File: config.mk
export PLATFORM = sky130hd
export DESIGN_NAME = spq_cell
export DESIGN_NICKNAME = d
export VERILOG_FILES = /design/src/hw/rtl/sorted_priority_queue_core_assert.svh /design/src/hw/rtl/spq_pkg.sv /design/src/hw/rtl/spq_cell.sv
export SDC_FILE = /design/constraint.sdc
export NUM_CORES = 1
export LEC_CHECK = 0
export BUFFER_PORTS_ARGS = -buffer_cell sky130_fd_sc_hd__buf_2
export CAP_MARGIN = 20
export CORE_ASPECT_RATIO = 1.4
export CORE_MARGIN = 5
export CORE_UTILIZATION = 45
export CTS_BUF_LIST = sky130_fd_sc_hd__clkbuf_8
export DETAILED_ROUTE_END_ITERATION = 10
export PLACE_DENSITY = 0.86
export SLEW_MARGIN = 20
export SYNTH_ARGS = -nofsm -noshare
export SYNTH_HDL_FRONTEND = slang
export SYNTH_SLANG_ARGS = --single-unit
File: constraint.sdc
create_clock -name clk -period 5.6 [get_ports clk]
set_clock_uncertainty 0.1 [all_clocks]
set_input_delay 0.28 -clock clk [delete_from_list [all_inputs] [get_ports clk]]
set_output_delay 0.28 -clock clk [all_outputs]
set_load 0.01 [all_outputs]
File: src/hw/rtl/sorted_priority_queue_core_assert.svh
// Assertion macros used by the queue core RTL.
`ifndef SORTED_PRIORITY_QUEUE_CORE_ASSERT_SVH
`define SORTED_PRIORITY_QUEUE_CORE_ASSERT_SVH

// Condition implies consequence in the same cycle.
`define SPQ_ASSERT_NOW(label, clk, rst, ante, cons) \
  label: assert property (@(posedge clk) disable iff (rst) (ante) |-> (cons)) \
    else $error("queue check failed: same-cycle implication");

// Condition implies consequence in the following cycle.
`define SPQ_ASSERT_NEXT(label, clk, rst, ante, cons) \
  label: assert property (@(posedge clk) disable iff (rst) (ante) |=> (cons)) \
    else $error("queue check failed: next-cycle implication");

`endif

File: src/hw/rtl/spq_pkg.sv
`default_nettype none
package spq_pkg;

  localparam int DEPTH_DEF    = 64;
  localparam int KEY_BITS_DEF = 32;
  localparam int TAG_BITS_DEF = 16;

  typedef enum logic {
    OP_INSERT = 1'b0,
    OP_POP    = 1'b1
  } op_t;

  typedef enum logic [1:0] {
    ST_OK    = 2'd0,
    ST_FULL  = 2'd1,
    ST_EMPTY = 2'd2
  } status_t;

  // Per-cycle command broadcast to every cell of the chain.
  typedef struct packed {
    logic insert;
    logic pop;
  } cell_cmd_t;

endpackage
`default_nettype wire

File: src/hw/rtl/spq_cell.sv
`default_nettype none
module spq_cell #(
  parameter int KEY_BITS = spq_pkg::KEY_BITS_DEF,
  parameter int TAG_BITS = spq_pkg::TAG_BITS_DEF
) (
  input  wire logic                clk,
  input  wire spq_pkg::cell_cmd_t  cmd,
  input  wire logic [KEY_BITS-1:0] new_key,
  input  wire logic [TAG_BITS-1:0] new_tag,
  input  wire logic                occupied,
  input  wire logic                prev_ge,
  input  wire logic [KEY_BITS-1:0] prev_key,
  input  wire logic [TAG_BITS-1:0] prev_tag,
  input  wire logic [KEY_BITS-1:0] next_key,
  input  wire logic [TAG_BITS-1:0] next_tag,
  output logic                     ge,
  output logic [KEY_BITS-1:0]      key,
  output logic [TAG_BITS-1:0]      tag
);
  import spq_pkg::*;

  logic [KEY_BITS-1:0] key_next;
  logic [TAG_BITS-1:0] tag_next;

  // Entry stays ahead of the new key when it is at least as large.
  assign ge = occupied && (key >= new_key);

  always_comb begin
    key_next = key;
    tag_next = tag;
    if (cmd.pop) begin
      key_next = next_key;
      tag_next = next_tag;
    end else if (cmd.insert && !ge) begin
      if (prev_ge) begin
        key_next = new_key;
        tag_next = new_tag;
      end else begin
        key_next = prev_key;
        tag_next = prev_tag;
      end
    end
  end

  always_ff @(posedge clk) begin
    key <= key_next;
    tag <= tag_next;
  end

endmodule
`default_nettype wire

# After elaboration in Yosys (flattened, before gate mapping)
# Index checks and enable logic that the tools add are counted.
# word_totals
regBits	48
output_inout_bits	49
wordCells	13
# classes
n_lt_le_gt_ge	1
muxes	6
n_reduce_logical	4
# op_table
operator	n
32-bit two-way mux	3
16-bit two-way mux	3
32-bit >= comparator	1
1-bit logical AND	2
2-bit nonzero test	1
1-bit logical NOT	1

# Depth between registers and ports, before layout
# Gate-level depths: netlist of run 1.
# depth
depth_word	6
mapped_depth	7

# Worst setup path after synthesis of run 1
# No wires, ideal clock.
# synth_path
kind	flip-flop to flip-flop
startpoint	register key[0]
endpoint	register key[0], enable pin
arrival_time_ps	3679
setup_slack_ps	1362
path_stages_with_launch	8
n_path_buf	0
path_cell_list	edfxtp_1 inv_1 ha_1 nand2b_4 a2111oi_4 nor3_1 o31a_1 o21ai_1
# synth_between
elab_chain_len	5
# synth_rtl
item	line_no	source
start: declaration	spq_cell.sv:17	output logic [KEY_BITS-1:0] key,
start signal: assignment	spq_cell.sv:46	key <= key_next;
32-bit >= comparator	spq_cell.sv:26	assign ge = occupied && (key >= new_key);
1-bit logical AND	spq_cell.sv:26	
1-bit logical NOT	spq_cell.sv:34	end else if (cmd.insert && !ge) begin
1-bit logical AND	spq_cell.sv:34	
2-bit nonzero test (no source line)	-	
# Every way passes these cells.
# A chain may end at the register's enable or synchronous reset.

# Worst setup path after layout of run 1
# layout_path
startpoint	register key[0]
endpoint	register tag[15], enable pin
# layout_between
elab_chain_len	5
# layout_rtl
item	line_no	source
32-bit >= comparator	spq_cell.sv:26	
1-bit logical AND	spq_cell.sv:26	
1-bit logical NOT	spq_cell.sv:34	
1-bit logical AND	spq_cell.sv:34	
2-bit nonzero test (no source line)	-	
end signal: assignment	spq_cell.sv:47	tag <= tag_next;
end: declaration	spq_cell.sv:18	output logic [TAG_BITS-1:0] tag
# Every way passes these cells.

==> results of run 1 <==
## cells in the mapped netlist (2+ instances only)
cell / count / area share (%)
mux2i_1: 48 / 15
nand3_1: 3 / 0.46
inv_1: 34 / 3.9
nand4_1: 8 / 1.5
ha_1: 32 / 12
o21ai_0: 11 / 1.7
nand2_1: 55 / 6.3
edfxtp_1: 48 / 44
buf_2: 3 / 0.46
o21a_1: 2 / 0.46
clkbuf_1: 11 / 1.3
nor3_1: 2 / 0.31
a21oi_1: 13 / 2.0
buf_4: 3 / 0.69
o21ai_1: 42 / 6.4
## worst max-delay path, stage by stage, from the launching register on
cell and delay (ns):
edfxtp_1 0.40, inv_1 0.08, ha_1 0.22, nand2b_4 0.15, a2111oi_4 0.33, nor3_1 0.09, o31a_1 0.31, o21ai_4 0.46
buf_4 0.49
## power by group through the flow
stage	Sequential, uW	Clock, uW	Combinational, uW
floorplan	499	0	134
global placement	473	0	281
detailed placement	476	0	294
CTS	468	257	295
global route	473	270	325
finish	468	248	293
## logic make-up after synthesis
group	synth area share (%)
AO/OA/AOI/OAI	12.96
adder cells (fa/ha/maj)	12.27
buffers and inverters	6.326
flip-flops	44.17
multiplexers	14.72
AND/OR/NAND/NOR	9.548
## layer usage
| metal | up-vias | track usage (%) |
|---|---|---|
| met5 | - | 0 |
| met4 | 0 | 9.756 |
| met3 | 35 | 6.016 |
| met2 | 144 | 38.75 |
| met1 | 1440 | 21.93 |
| li1 | 1544 | - |
## registers in the layout, summed over array words and instances, names as in the netlist
signal and cells:
key 32, tag 16
## path summary, 6_finish.rpt
| path | endpoint | slack, ns | depth (start not counted) |
|---|---|---|---|
| setup / recovery | tag[15] | 2.60 | 8 |
| hold / removal | tag[13] | 0.16 | 3 |
| hold reg to reg | tag[0] | 1.00 | 4 |
| setup reg to reg | tag[15] | 2.60 | 8 |
## per-stage QoR
stage / cell area [sq um] / setup WS [ns]
after floorplan: 3263 / 1.362
after global placement: 4323 / 2.633
after detailed placement: 4323 / 2.598
after CTS: 4434 / 2.575
after global routing: 4434 / 2.406
final: 4434 / 2.597
## layout by cell type, fill, tap and decap left out, types with 2 or more instances in the layout
master    synthesis  routed
clkbuf_8          0       5
nand2_1          55      55
buf_4             3       3
edfxtp_1         48      48
o21a_1            2       2
nand4_1           8       8
o21ai_1          42      41
o21ai_0          11      11
mux2i_1          48      48
a21oi_1          13      13
nor3_1            2       2
buf_2             3     197
nand3_1           3       3
inv_1            34      34
ha_1             32      32
## layout make-up
type                            count  area [sq um]  share of cell area (%)
Multi-Input combinational cell    227          1627                   36.68
Sequential cell                    48          1441                   32.51
Timing Repair Buffer              200          1008                   22.74
Inverter                           34         127.6                   2.878
Tap cell                           95         118.9                   2.681
Clock buffer                        5         68.82                   1.552
Clock inverter                      3         42.54                  0.9594
==> summary.md, run 1 <==
| Metric | Value |
|---|---|
| Post-Syn Nets | `507` |
| RR Startpoint | `key[0]` |
| Sequential area share after synthesis | `44.17%` |
| Sw power | `294.8 uW` |
| Final Core Density | `63.11%` |
| TritonCTS clock tree | `done` |
| Total vias in the final route | `3163` |
| Post-synthesis sequential element count | `48` |
| P&R area growth vs syn | `35.89%` |
| Post-cts sizing count | `0` |
| Number of global-route vias before repair | `3292` |
| Number of synthesized flops with an enable pin | `48` |
| FILL cells | `597` |
| Setup TNS | `0 ns` |
| WP data arrival | `2.85 ns` |
| Syn. warnings | `0` |
| Layout cells sized above 1 | `40.62%` |
| WL met2 | `5318 microns` |
| Period utilization | `53.62%` |
| Iter 0 DRT Violations | `134` |
| Clock Root Buffer | `clkbuf_8` |
| Run status | `finished clean` |
| Die W | `81.97 microns` |
| Slew HR | `42.14%` |
| Hold Buf Count CTS | `0` |
| RSZ-0062 raised after global routing | `no` |
| CP required | `5.45 ns` |
| Pint | `714.5 uW` |
| Gr usage total | `21.45%` |
| WS Path Type | `reg -> reg` |
| Achievable clock frequency | `333.0 MHz` |
| Worst hold path class | `in -> reg` |
| Max-slew violations | `0` |
| Mapped Cells | `326` |
| Antenna diode count | `0` |
| Non-filler cells, final | `612` |
| Post-synth ARST share | `0%` |
| First-pass GRT wire length | `15080 microns` |
| P per Cell Area | `227.6 nW/um^2` |
| Gp weighted congestion | `0.8925` |
| Top_reg_cell synth | `edfxtp_1` |
| Unique cell type count in the Yosys netlist | `26` |
| Worst-Margin Slew | `0.8678 ns` |
| Top Ports | `198` |
| Switching part of the total power | `29.21%` |
| CTS HTree Levels | `2` |
| Largest net degree at the start of global routing | `98` |
| Initial antenna violation count | `0` |
| Bufs on Longest Clock Path | `2` |
| Wl on met1 | `3418 microns` |
| Leakage | `0.002318 uW` |
| Port Buf Inserts | `197` |
| Antenna Violating Nets Remaining | `0` |
| Die Y-Extent | `110.8 microns` |
| Core area | `7027 sq um` |
| HPWL Detailed | `8058 microns` |
| Min Tclk post-route | `3.003 ns` |
| Full die area | `9079 sq um` |
| Comb pwr share | `29.0%` |
| Met3 Routed Length | `759 microns` |
| Final setup violation count | `0` |
| Worst skew pair latency | `0.29 ns` |
| DRT Wirelength | `9900 microns` |
| Final #Nets | `697` |
| Total power | `1009 uW` |
| Post-CTS setup buffers | `0` |
| Drt via density | `5.168` |
| Max layer used | `met4` |
| Rows | `36` |
| Critical Path Fanout Max | `34` |
| Wire length per cell | `16.18 microns` |
| Total grt overflow | `0` |
| Crit start category | `flop` |
| Placed cell count | `604` |
| Hold Fails Final Rpt | `0` |
| Clk pwr share | `24.6%` |
| DRT Pass-1 Iters | `4` |
| CTS buffer count | `5` |
| WHS | `0.1647 ns` |
| Seq pwr share | `46.4%` |
| Kind of end point of the critical path | `flop` |
| Max-cap violations | `0` |
| Syn_area_per_cell | `10.01 sq um` |
| # DRC | `0` |
| Worst Setup SP | `key[0]` |
| Worst-path clk slew | `0.09 ns` |
| Min-delay src | `next_tag[13]` |
| Post-synthesis cell area | `3263 sq um` |
| Starting Density | `46.44%` |
| Total clock sinks | `48` |
| Maximum vdd drop | `0.0001532 V` |
Note: power is estimated with default switching activity, not from simulation.
==> inputs of run 2 (changes only) <==
ABC_AREA = 1   (was not set)
clock period = 3 ns   (was 5.6 ns; I/O delays follow)
==> run 2 against run 1 <==
Register-to-register slack worse by 1.9 ns. Routed wire length down 1.1%. Highest routed layer unchanged. Combinational power up 74%.
==> summary.md, run 2 <==
| Metric | Value |
|---|---|
| Run status | `finished clean` |
| Post-synthesis cell area | `3248 sq um` |
| Post-Syn Nets | `585` |
| Max layer used | `met4` |
| Top cell type's share of synthesized area | `44.38%` |
| Worst path top cell family by delay | `simple AND/OR/NAND/NOR gates` |
| Top_reg_cell synth | `edfxtp_1` |
| Total grt overflow | `0` |
| Area leader, netlist | `edfxtp_1` |
| P per Cell Area | `414.2 nW/um^2` |
| CTS buffer count | `5` |
| # DRC | `0` |
| Drt via density | `4.942` |
| WHS | `0.03615 ns` |
| Syn. warnings | `0` |
| Slowest CP cell | `edfxtp_1` |
| Largest net degree at the start of global routing | `48` |
| Mapped Cells | `404` |
| Met3 Routed Length | `776 microns` |
| Period utilization | `76.07%` |
| Sw power | `532.3 uW` |
| Bufs on Longest Clock Path | `2` |
| RSZ-0062 raised after global routing | `no` |
| Antenna Violating Nets Remaining | `0` |
| Final setup violation count | `0` |
| WL met2 | `5328 microns` |
| Min Tclk post-route | `2.282 ns` |
| Total clock sinks | `48` |
| Core area | `6982 sq um` |
| Synth top area cells | `edfxtp_1, nand2_1, ha_1, a21oi_1, o21ai_0` |
| Worst hold path class | `in -> reg` |
| CP max stage delay | `0.40 ns` |
| Unique cell type count in the Yosys netlist | `17` |
| Die Y-Extent | `110.5 microns` |
| Switching part of the total power | `29.18%` |
| Most frequent cell on the critical path | `nand2_1` |
| CP required | `2.87 ns` |
| Leakage | `0.002305 uW` |
| Seq pwr share | `47.0%` |
| Number of global-route vias before repair | `3457` |
| Rows | `36` |
| DRT Wirelength | `9792 microns` |
| Clk pwr share | `25.1%` |
| Post-cts sizing count | `0` |
| Gr usage total | `21.30%` |
| Iter 0 DRT Violations | `156` |
| Hold Buf Count CTS | `0` |
| Hold Fails Final Rpt | `0` |
| Max-cap violations | `0` |
| Kind of end point of the critical path | `flop` |
| Comb pwr share | `27.9%` |
| Initial antenna violation count | `0` |
| TritonCTS clock tree | `done` |
| Post-synth ARST share | `0%` |
| Max-slew violations | `0` |
| P&R area growth vs syn | `35.59%` |
| Starting Density | `46.52%` |
| Worst Path Buf+Inv | `2` |
| Cell Chain, Critical Path | `ha_1 > nand2_1 > inv_2 > nand2_1 > nand2_1 > nor2_1 > nand2_1 > nand2_1 > nand2_1 > nand2_1 > nand2_1 > nand2_1 > nand2_1 > nand2_2 > buf_4` |
| Sequential area share after synthesis | `44.38%` |
| Worst-Margin Slew | `0.6121 ns` |
| Post-CTS setup buffers | `0` |
| First-pass GRT wire length | `15220 microns` |
| Wire length per cell | `14.19 microns` |
| Final #Nets | `775` |
| Die W | `81.81 microns` |
| Commonest non-fill, non-tap cell in the layout | `buf_2` |
| WS Path Type | `reg -> reg` |
| Top Ports | `198` |
| Critical Path Fanout Max | `28` |
| Port Buf Inserts | `197` |
| Crit start category | `flop` |
| Most frequent cells after synthesis | `nand2_1, a21oi_1, edfxtp_1` |
| Slew HR | `59.19%` |
| Most common cell in the netlist | `nand2_1` |
| Regs by FF count | `key (32), tag (16)` |
| Pint | `1292 uW` |
| Wl on met1 | `3430 microns` |
| Layout cells sized above 1 | `35.80%` |
| Worst-path clk slew | `0.09 ns` |
| Antenna diode count | `0` |
| Post-synthesis sequential element count | `48` |
| Gp weighted congestion | `0.8374` |
| Number of synthesized flops with an enable pin | `48` |
| Setup TNS | `0 ns` |
| DRT Pass-1 Iters | `4` |
| Achievable clock frequency | `438.2 MHz` |
| Biggest register | `key` |
| Max reg flops | `32` |
| Full die area | `9042 sq um` |
| Commonest non-fill, non-tap cells in the layout | `buf_2, nand2_1, a21oi_1` |
| Worst skew pair latency | `0.30 ns` |
| HPWL Detailed | `8082 microns` |
| WP data arrival | `2.15 ns` |
| Clock Root Buffer | `clkbuf_8` |
| Syn_area_per_cell | `8.040 sq um` |
| CTS HTree Levels | `2` |
| Total vias in the final route | `3410` |
| Maximum vdd drop | `0.0002556 V` |
[run 2: kinds of logic after synthesis]
family / share of synthesized area (%)
and+or+nand+nor: 16.95
AOI/OAI and AO/OA: 18.34
adders and majority gates: 12.33
buffers and inverters: 8.012
DFF: 44.38
[run 2: power groups by stage]
stage / clock network (uW) / registers [uW] / logic (uW)
2_1_floorplan: 0 / 909 / 239
5_1_grt: 492 / 865 / 577
3_3_place_gp: 0 / 867 / 495
3_5_place_dp: 0 / 873 / 514
4_1_cts: 469 / 857 / 516
6_report: 458 / 857 / 510
[run 2: layer usage]
metal / GRT usage (%) / up-vias
met5: 0 / -
met4: 7.871 / 0
met1: 22.41 / 1504
li1: - / 1736
met3: 4.153 / 23
met2: 39.88 / 147
[run 2: worst paths after layout]
| kind | start | to | slack, ns | cells after the start |
|---|---|---|---|---|
| max reg2reg | key[7] | key[25] | 0.72 | 15 |
| min reg2reg | key[16] | key[18] | 1.27 | 9 |
| min | next_key[2] | key[2] | 0.04 | 3 |
| max | key[7] | key[25] | 0.72 | 15 |
[run 2: tightest hold or removal path, cell delays in order]
cell     delay (ns)
buf_2          0.08
nand2_1        0.04
o21ai_0        0.06
[run 2: through the flow]
step                area (sq um)  utilization, %  cells  setup WS [ns]  power [uW]
finish                      4404           63.08    690         0.7179        1824
global route                4404           63.08    690         0.4901        1934
CTS                         4404           63.08    690         0.6814        1843
detailed placement          4298           61.56    682         0.6997        1386
global placement            4298           61.56    682         0.7782        1362
floorplan                   3248               -    404         0.1115        1147
[run 2: layout make-up]
class                   count  area, sq um
clock buffers               5        68.82
clock inverters             3        37.54
fillers                   627         2577
inverters                  44        165.2
multi-input cells         293         1549
flip-flops and latches     48         1441
well taps                  95        118.9
repair buffers            202         1023
